**src/sv/rth_pkg.sv**
```systemverilog
// shared types and constants for the rgb to hsv converter
package rth_pkg;
  localparam int unsigned CH_W   = 8;
  localparam int unsigned HUE_W  = 15;
  localparam int unsigned SAT_W  = 17;
  localparam int unsigned QUO_W  = 17;
  localparam int unsigned REM_W  = 25;
  localparam logic [11:0] HUE_STEP = 12'd3840;
  localparam logic [14:0] HUE_FULL = 15'd23040;

  typedef struct packed {
    logic              valid;
    logic [REM_W-1:0]  hrem;
    logic [CH_W-1:0]   delta;
    logic [QUO_W-1:0]  hq;
    logic [REM_W-1:0]  srem;
    logic [QUO_W-1:0]  sq;
    logic [CH_W-1:0]   mx;
  } div_st_t;
endpackage

```
**src/sv/rth_if.sv**
```systemverilog
// pixel and result stream interfaces
interface rth_rgb_if;
  logic       valid;
  logic       ready;
  logic [7:0] red;
  logic [7:0] green;
  logic [7:0] blue;
  modport source (output valid, red, green, blue, input ready);
  modport sink   (input valid, red, green, blue, output ready);
endinterface

interface rth_hsv_if;
  logic        valid;
  logic        ready;
  logic [14:0] hue;
  logic [16:0] saturation;
  logic [7:0]  value;
  modport source (output valid, hue, saturation, value, input ready);
  modport sink   (input valid, hue, saturation, value, output ready);
endinterface

```
**src/sv/rth_front.sv**
```systemverilog
// first stage: max, min, delta and the two dividends
module rth_front (
  input  logic            clk,
  input  logic            rst_n,
  rth_rgb_if.sink         in_if,
  output rth_pkg::div_st_t o_st,
  input  logic            dn_ready
);
  import rth_pkg::*;

  logic [CH_W-1:0] mx, mn, dl;
  logic signed [26:0] num;
  logic signed [9:0]  diff;
  logic signed [26:0] base;
  div_st_t st_nxt;
  logic up_ready;

  always_comb begin
    mx = in_if.red;
    if (in_if.green > mx) mx = in_if.green;
    if (in_if.blue > mx) mx = in_if.blue;
    mn = in_if.red;
    if (in_if.green < mn) mn = in_if.green;
    if (in_if.blue < mn) mn = in_if.blue;
    dl = mx - mn;
    // red wins ties, then green
    if (mx == in_if.red) begin
      diff = $signed({2'b0, in_if.green}) - $signed({2'b0, in_if.blue});
      base = 27'sd0;
    end else if (mx == in_if.green) begin
      diff = $signed({2'b0, in_if.blue}) - $signed({2'b0, in_if.red});
      base = $signed(27'(2 * HUE_STEP * dl));
    end else begin
      diff = $signed({2'b0, in_if.red}) - $signed({2'b0, in_if.green});
      base = $signed(27'(4 * HUE_STEP * dl));
    end
    num = base + $signed({15'b0, HUE_STEP}) * 27'(diff);
    if (num < 0) num = num + $signed(27'(HUE_FULL * dl));
    st_nxt.valid = in_if.valid;
    st_nxt.hrem  = REM_W'(num);
    st_nxt.delta = dl;
    st_nxt.hq    = '0;
    st_nxt.srem  = REM_W'({dl, 16'b0});
    st_nxt.sq    = '0;
    st_nxt.mx    = mx;
  end

  assign up_ready    = !o_st.valid || dn_ready;
  assign in_if.ready = up_ready;

  always_ff @(posedge clk) begin
    if (!rst_n) begin
      o_st <= '0;
    end else if (up_ready) begin
      o_st <= st_nxt;
    end
  end
endmodule

```
**src/sv/rth_div_cell.sv**
```systemverilog
// one restoring division cell: one quotient bit for hue and one for saturation
module rth_div_cell #(
  parameter int unsigned SHIFT = 0
) (
  input  logic             clk,
  input  logic             rst_n,
  input  rth_pkg::div_st_t i_st,
  output logic             up_ready,
  output rth_pkg::div_st_t o_st,
  input  logic             dn_ready
);
  import rth_pkg::*;

  logic [REM_W-1:0] hdiv, sdiv;
  logic hbit, sbit;
  div_st_t st_nxt;

  always_comb begin
    hdiv = REM_W'(i_st.delta) << SHIFT;
    sdiv = REM_W'(i_st.mx) << SHIFT;
    // a zero divisor always gives a zero quotient
    hbit = (i_st.delta != '0) && (i_st.hrem >= hdiv);
    sbit = (i_st.mx != '0) && (i_st.srem >= sdiv);
    st_nxt       = i_st;
    st_nxt.hrem  = hbit ? i_st.hrem - hdiv : i_st.hrem;
    st_nxt.srem  = sbit ? i_st.srem - sdiv : i_st.srem;
    st_nxt.hq    = {i_st.hq[QUO_W-2:0], hbit};
    st_nxt.sq    = {i_st.sq[QUO_W-2:0], sbit};
  end

  assign up_ready = !o_st.valid || dn_ready;

  always_ff @(posedge clk) begin
    if (!rst_n) begin
      o_st <= '0;
    end else if (up_ready) begin
      o_st <= st_nxt;
    end
  end
endmodule

```
**src/sv/rgb_to_hsv_converter.sv**
```systemverilog
// rgb to hsv converter top level: front stage and a row of divider cells
//  channel | dir | fields
//  in_if   | in  | red, green, blue (8 bits each)
//  out_if  | out | hue (15), saturation (17), value (8)
// one pixel per cycle sustained while out_if.ready stays high; front stage plus 17 cells,
// one quotient bit per cell for both divisions
// each stage stalls only when the stage after it is full and stalled
// synchronous active-low reset empties every stage
module rgb_to_hsv_converter (
  input  logic clk,
  input  logic rst_n,
  rth_rgb_if.sink   in_if,
  rth_hsv_if.source out_if
);
  import rth_pkg::*;

  div_st_t st [0:QUO_W];
  logic    rdy [0:QUO_W];

  rth_front u_front (
    .clk(clk), .rst_n(rst_n), .in_if(in_if), .o_st(st[0]), .dn_ready(rdy[0])
  );

  for (genvar i = 0; i < QUO_W; i++) begin : g_cell
    rth_div_cell #(.SHIFT(QUO_W - 1 - i)) u_cell (
      .clk(clk), .rst_n(rst_n), .i_st(st[i]), .up_ready(rdy[i]),
      .o_st(st[i+1]), .dn_ready(rdy[i+1])
    );
  end

  assign rdy[QUO_W]        = out_if.ready;
  assign out_if.valid      = st[QUO_W].valid;
  assign out_if.hue        = st[QUO_W].hq[HUE_W-1:0];
  assign out_if.saturation = st[QUO_W].sq;
  assign out_if.value      = st[QUO_W].mx;

  a_hue_range: assert property (@(posedge clk) disable iff (!rst_n)
    out_if.valid |-> st[QUO_W].hq < QUO_W'(HUE_FULL))
    else $error("hue out of range");
  a_sat_range: assert property (@(posedge clk) disable iff (!rst_n)
    out_if.valid |-> out_if.saturation <= SAT_W'(65536))
    else $error("saturation out of range");
  a_black: assert property (@(posedge clk) disable iff (!rst_n)
    (out_if.valid && out_if.value == '0) |-> (out_if.saturation == '0 && out_if.hue == '0))
    else $error("black pixel with nonzero hue or saturation");
  a_grey: assert property (@(posedge clk) disable iff (!rst_n)
    (out_if.valid && st[QUO_W].delta == '0) |-> out_if.hue == '0)
    else $error("grey pixel with nonzero hue");
endmodule

```
**src/flat_wrapper.sv**
```systemverilog
// flat-port wrapper written by rule: the top's interface ports become plain ports
module rgb_to_hsv_converter_flat import rth_pkg::*;
  (clk, rst_n, in_if_valid, in_if_red, in_if_green, in_if_blue, in_if_ready, out_if_valid, out_if_hue, out_if_saturation, out_if_value, out_if_ready);
  rth_rgb_if in_if_i ();
  rth_hsv_if out_if_i ();
  input  logic clk;
  input  logic rst_n;
  input wire logic [$bits(in_if_i.valid)-1:0] in_if_valid;
  input wire logic [$bits(in_if_i.red)-1:0] in_if_red;
  input wire logic [$bits(in_if_i.green)-1:0] in_if_green;
  input wire logic [$bits(in_if_i.blue)-1:0] in_if_blue;
  output wire logic [$bits(in_if_i.ready)-1:0] in_if_ready;
  output wire logic [$bits(out_if_i.valid)-1:0] out_if_valid;
  output wire logic [$bits(out_if_i.hue)-1:0] out_if_hue;
  output wire logic [$bits(out_if_i.saturation)-1:0] out_if_saturation;
  output wire logic [$bits(out_if_i.value)-1:0] out_if_value;
  input wire logic [$bits(out_if_i.ready)-1:0] out_if_ready;
  assign in_if_i.valid = in_if_valid;
  assign in_if_i.red = in_if_red;
  assign in_if_i.green = in_if_green;
  assign in_if_i.blue = in_if_blue;
  assign in_if_ready = in_if_i.ready;
  assign out_if_valid = out_if_i.valid;
  assign out_if_hue = out_if_i.hue;
  assign out_if_saturation = out_if_i.saturation;
  assign out_if_value = out_if_i.value;
  assign out_if_i.ready = out_if_ready;
  rgb_to_hsv_converter u_core (.clk(clk), .rst_n(rst_n), .in_if(in_if_i), .out_if(out_if_i));
endmodule
```
**config.mk**
```make
export PLATFORM = sky130hd
export DESIGN_NAME = rgb_to_hsv_converter_flat
export DESIGN_NICKNAME = d
export VERILOG_FILES = /design/src/sv/rth_pkg.sv /design/src/sv/rth_if.sv /design/src/sv/rth_front.sv /design/src/sv/rth_div_cell.sv /design/src/sv/rgb_to_hsv_converter.sv /design/src/flat_wrapper.sv
export SDC_FILE = /design/constraint.sdc
export NUM_CORES = 2
export LEC_CHECK = 0
export BUFFER_PORTS_ARGS = -buffer_cell sky130_fd_sc_hd__buf_2
export CAP_MARGIN = 5
export CORE_UTILIZATION = 60
export CTS_BUF_LIST = sky130_fd_sc_hd__clkbuf_8
export DETAILED_ROUTE_END_ITERATION = 10
export HOLD_SLACK_MARGIN = 0.08
export PLACE_DENSITY = 0.78
export SYNTH_ARGS = -nofsm -noshare
export SYNTH_HDL_FRONTEND = slang
export SYNTH_HIERARCHICAL = 1
export SYNTH_SLANG_ARGS = --single-unit
```
**constraint.sdc**
```tcl
create_clock -name clk -period 25.2 [get_ports clk]
set_clock_uncertainty 0.15 [all_clocks]
set_input_delay 5.04 -clock clk [delete_from_list [all_inputs] [get_ports clk]]
set_output_delay 5.04 -clock clk [all_outputs]
set_load 0.03 [all_outputs]
```
-- Word level (Yosys, flattened, before mapping)
Index checks and enable logic that the tools add are counted.
- bits in registers: 1396
- input bits: 28
- output and inout bits: 42
- word-level logic and storage cells: 346
- add/subtract/negate cells: 38
- multiply operators: 4
- order comparisons: 39
- eq/ne operators: 2
- multiplexer cells: 41
- reduce and logical (&&, ||, !) cells: 104
- operators with widths (operator ; number):
    $mux 25 ; 33
    $reduce_bool 8->1 ; 34
    $ge 25x10->1 ; 2
    $ge 25x11->1 ; 2
    $ge 25x12->1 ; 2
    $ge 25x13->1 ; 2
    $ge 25x14->1 ; 2
    $ge 25x15->1 ; 2
    $ge 25x16->1 ; 2
    $ge 25x17->1 ; 2
    $ge 25x18->1 ; 2
    $ge 25x19->1 ; 2
    $ge 25x20->1 ; 2
    $ge 25x21->1 ; 2
    $ge 25x22->1 ; 2
    $ge 25x23->1 ; 2
    $ge 25x8->1 ; 2
    $ge 25x9->1 ; 2
    $sub 25x10->25 ; 2
    $sub 25x11->25 ; 2
    $sub 25x12->25 ; 2
    $sub 25x13->25 ; 2
    $sub 25x14->25 ; 2
    $sub 25x15->25 ; 2
    30 further kinds ; 117

-- Longest topological paths before layout
- depth in word-level cells: 19
- depth in mapped cells: 89
- mapped depth without buffers: 47

-- Hierarchy
The synthesis kept the hierarchy.
- by module, submodules not included (module ; instances ; cells an instance ; area an instance (sq um) ; sequential area each (sq um)):
    rth_front ; 1 ; 1165 ; 8861.0 ; 680.7
    rth_div_cell (u_core.g_cell[13].u_cell) ; 1 ; 647 ; 5253.8 ; 2021.9
    rth_div_cell (u_core.g_cell[15].u_cell) ; 1 ; 657 ; 5251.3 ; 2021.9
    rth_div_cell (u_core.g_cell[14].u_cell) ; 1 ; 656 ; 5162.5 ; 2021.9
    rth_div_cell (u_core.g_cell[16].u_cell) ; 1 ; 650 ; 5106.1 ; 2021.9
    rth_div_cell (u_core.g_cell[12].u_cell) ; 1 ; 639 ; 5026.1 ; 2021.9
    rth_div_cell (u_core.g_cell[11].u_cell) ; 1 ; 626 ; 4963.5 ; 2021.9
    rth_div_cell (u_core.g_cell[10].u_cell) ; 1 ; 629 ; 4936.0 ; 2021.9
    rth_div_cell (u_core.g_cell[8].u_cell) ; 1 ; 630 ; 4927.2 ; 2021.9
    rth_div_cell (u_core.g_cell[9].u_cell) ; 1 ; 631 ; 4926.0 ; 2021.9
    rth_div_cell (u_core.g_cell[6].u_cell) ; 1 ; 605 ; 4884.7 ; 2021.9
    rth_div_cell (u_core.g_cell[7].u_cell) ; 1 ; 610 ; 4828.4 ; 2021.9
    rth_div_cell (u_core.g_cell[2].u_cell) ; 1 ; 594 ; 4824.6 ; 2021.9
    rth_div_cell (u_core.g_cell[3].u_cell) ; 1 ; 580 ; 4808.4 ; 2021.9
    4 more rows ; n/a ; n/a ; n/a ; n/a

-- Worst setup path before layout
Ideal clock, no wire load.
- path kind: input port to output port
- start point: input out_if_ready
- end point: output in_if_ready
- arrival time: 20.746 ns
- data required time: 20.010 ns
- slack: -0.736 ns
- stages: 87
- buffers on the path: 51
- path through: nor2b_1 clkbuf_1 inv_2 clkbuf_1 clkbuf_1 nor2b_1 clkbuf_1 inv_1 clkbuf_1 clkbuf_1 nor2b_1 clkbuf_1 inv_1 clkbuf_1 clkbuf_1 nor2b_1 inv_2 clkbuf_1 [... 51 more ...] clkbuf_1 inv_2 clkbuf_1 clkbuf_1 nor2b_1 clkbuf_1 inv_2 clkbuf_1 clkbuf_1 nor2b_1 clkbuf_1 clkinv_1 clkbuf_1 clkbuf_1 nor2b_1 clkbuf_1 clkinv_1 clkbuf_1
- RTL lines (element ; line ; text):
    start, declared ; flat_wrapper.sv:17 ; input wire logic [$bits(out_if_i.ready)-1:0] out_if_ready;
    end, declared ; flat_wrapper.sv:12 ; output wire logic [$bits(in_if_i.ready)-1:0] in_if_ready;

==> summary.md <==
| Metric | Value |
|---|---|
| Max VDD drop | `1040 uV` |
| Most common cell on crit path | `nor2b_4` |
| Clock root buffer | `clkbuf_8` |
| H-Tree Depth | `4` |
| Die Width | `365.3 um` |
| Max-Cap Viols | `0` |
| Fin cells | `around 12000` |
| Layout cell share with drive strength beyond 1 | `7.711%` |
| Hold_buf cts | `0` |
| CP arrival | `18.53 ns` |
| Slew Viols, Final | `0` |
| Slowest stage delay, CP | `0.62 ns` |
| Slew of the pin with the lowest slew margin | `1.227 ns` |
| Critical-path top delay cell | `buf_4` |
| Num rows | `132` |
| Post-layout util | `64.82%` |
| Clock Latency Late Sink | `0.95 ns` |
| Placer Congestion | `0.9747` |
| Largest net degree at the start of global routing | `124` |
| Final worst path period share | `a little over nine tenths` |
| Critical Path RT | `20.01 ns` |
| Cell Area, Placed | `79490 um^2` |
| CTS Sinks | `between 1000 and 1500` |
| CP top delay family | `buffers and inverters` |
| Leak | `31.35 nW` |
| NumNets Final | `10230` |
| Cells after DPL | `11240` |
| Dpl hpwl | `156500 um` |
| Gr usage total | `31.54%` |
| Hold Path Cell Cnt | `2` |
| Post-route DRC | `0` |
| PwrDens | `174.5 nW/um^2` |
| WP buf/inv | `33` |
| Status | `finished clean` |
| Ys Warns | `6` |
| Min cycle time layout | `23.72 ns` |
| Total Power | `14.72 mW` |
| Avg Cell Area, Syn | `7.906 um^2` |
| Hold EP | `u_core/g_cell[14].u_cell/o_st[52]$_SDFFE_PN0P_` |
| DIE AREA | `133400 um^2` |
| Hold_sp | `u_core/g_cell[13].u_cell/o_st[51]$_SDFFE_PN0P_` |
| Post-CTS Setup Inserts | `0` |
| First-pass GRT wire length | `347800 um` |
| Setup Viol. Count Final | `0` |
| Post-Syn Area | `just under 80000 um^2` |
| Worst min path class | `reg -> reg` |
| Setup TNS | `0 ns` |
| IO Port Bufs | `69` |
| Post-CTS sizing | `0` |
| RSZ-0062 raised after global routing | `no` |
| Reg-to-reg setup timing slack | `11.05 ns` |
| 1st-iter DRT viols | `6382` |
| Initial Utilization | `60.84%` |
| Mapped Cells | `around 10000` |
| Max Fclk | `42.16 MHz` |
| Core area | `130100 um^2` |
| Worst r2r path cells | `52` |
| Die Height | `365.3 um` |
| Vias/cell | `6.096` |
| Total grt overflow | `0` |
| Clock buffer depth | `3` |
| Critical path startpoint category | `input pin` |
| Crit. End Element | `output port` |
| Post-Layout Inst Area | `84360 um^2` |
| Total wire length | `215300 um` |
| Vias post-DR | `71060` |
| Area growth, synth to finish | `6.542%` |
| Crit path kind | `in -> out` |
| DR WL/cell | `about 18 um` |
| Worst-path clk slew | `roughly 0.07 ns` |
| IO Pins | `70` |
| Pre-CTS worst setup slack | `1.638 ns` |
| Final worst slack | `1.481 ns` |
| CTS buffer count | `225` |
| Max transition margin | `17.93%` |
| Hold Worst Slack | `0.2726 ns` |
| Worst-path maximum fanout | `104` |
| Reg-to-reg critical path endpoint | `u_core/u_front/o_st[97]$_SDFFE_PN0P_` |
| Antenna viol nets, final | `0` |
| CTS tree | `yes` |
| Vias in the first global route | `65750` |
| Drt pass-1 iters | `8` |
| Reg-to-Reg Start | `u_core/g_cell[16].u_cell/o_st[100]$_SDFFE_PN0P_` |
| Antenna violations before repair | `3` |
| Hold Violations, Final | `0` |
==> report_power, final <==
part / internal, mW / leakage (nW) / switching [mW]
logic: 4.52 / 17.4 / 5.59
registers: 2.37 / 11.2 / 0.161
clock network: 1.15 / 2.74 / 0.919
total: 8.05 / 31.4 / 6.67
==> tightest hold or removal path, delay by kind of cell (launching register included) <==
kind	cells	cell delay, ns
AO/OA/AOI/OAI	1	0.05
flip-flops	1	0.31
AND/OR/NAND/NOR	1	0.05
==> worst max-delay path by stage <==
stage                 start     endpoint  slack [ns]  cells past startpoint
2_1_floorplan  out_if_ready  in_if_ready      0.0008                     87
3_3_place_gp   out_if_ready  in_if_ready        1.67                     51
3_5_place_dp   out_if_ready  in_if_ready        1.64                     51
4_1_cts        out_if_ready  in_if_ready        1.59                     51
5_1_grt        out_if_ready  in_if_ready        0.20                     51
6_report       out_if_ready  in_if_ready        1.48                     51
==> area by class of cell <==
type / count / area (um^2)
Inverter: 550 / 2073
Fill cell: 11420 / 45780
Tap cell: 1742 / 2180
Timing Repair Buffer: 137 / 863.3
Clock inverter: 120 / 905.9
Multi-Input combinational cell: 7426 / 46590
Antenna cell: 7 / 17.52
Sequential cell: 1388 / 27790
Clock buffer: 287 / 3950
==> layer usage <==
layer | up-vias | part of all wire, % | track usage, %
met3 | 334 | 6.3 | 4.820
met5 | - | 0 | 0
met2 | 2052 | 44 | 48.63
met1 | 33960 | 48 | 45.78
met4 | 0 | 1.9 | 7.999
li1 | 34720 | - | -
==> placed cells by master (no fill, tap or decap), types with 149 or more instances in the layout <==
master,n
dfxtp_1,1388
nand2_1,1885
a31oi_1,176
inv_1,581
xnor2_1,220
a21boi_0,300
nor4_1,150
o21ai_0,640
a21oi_1,1024
nand3_1,149
clkbuf_8,287
nor2_1,391
ha_1,408
==> flip-flops by register name, summed over array words and instances (netlist names) <==
name,flops
u_core/g_cell.u_cell/o_st,1354
u_core/u_front/o_st,34
Note: power is estimated with default switching activity, not from simulation.
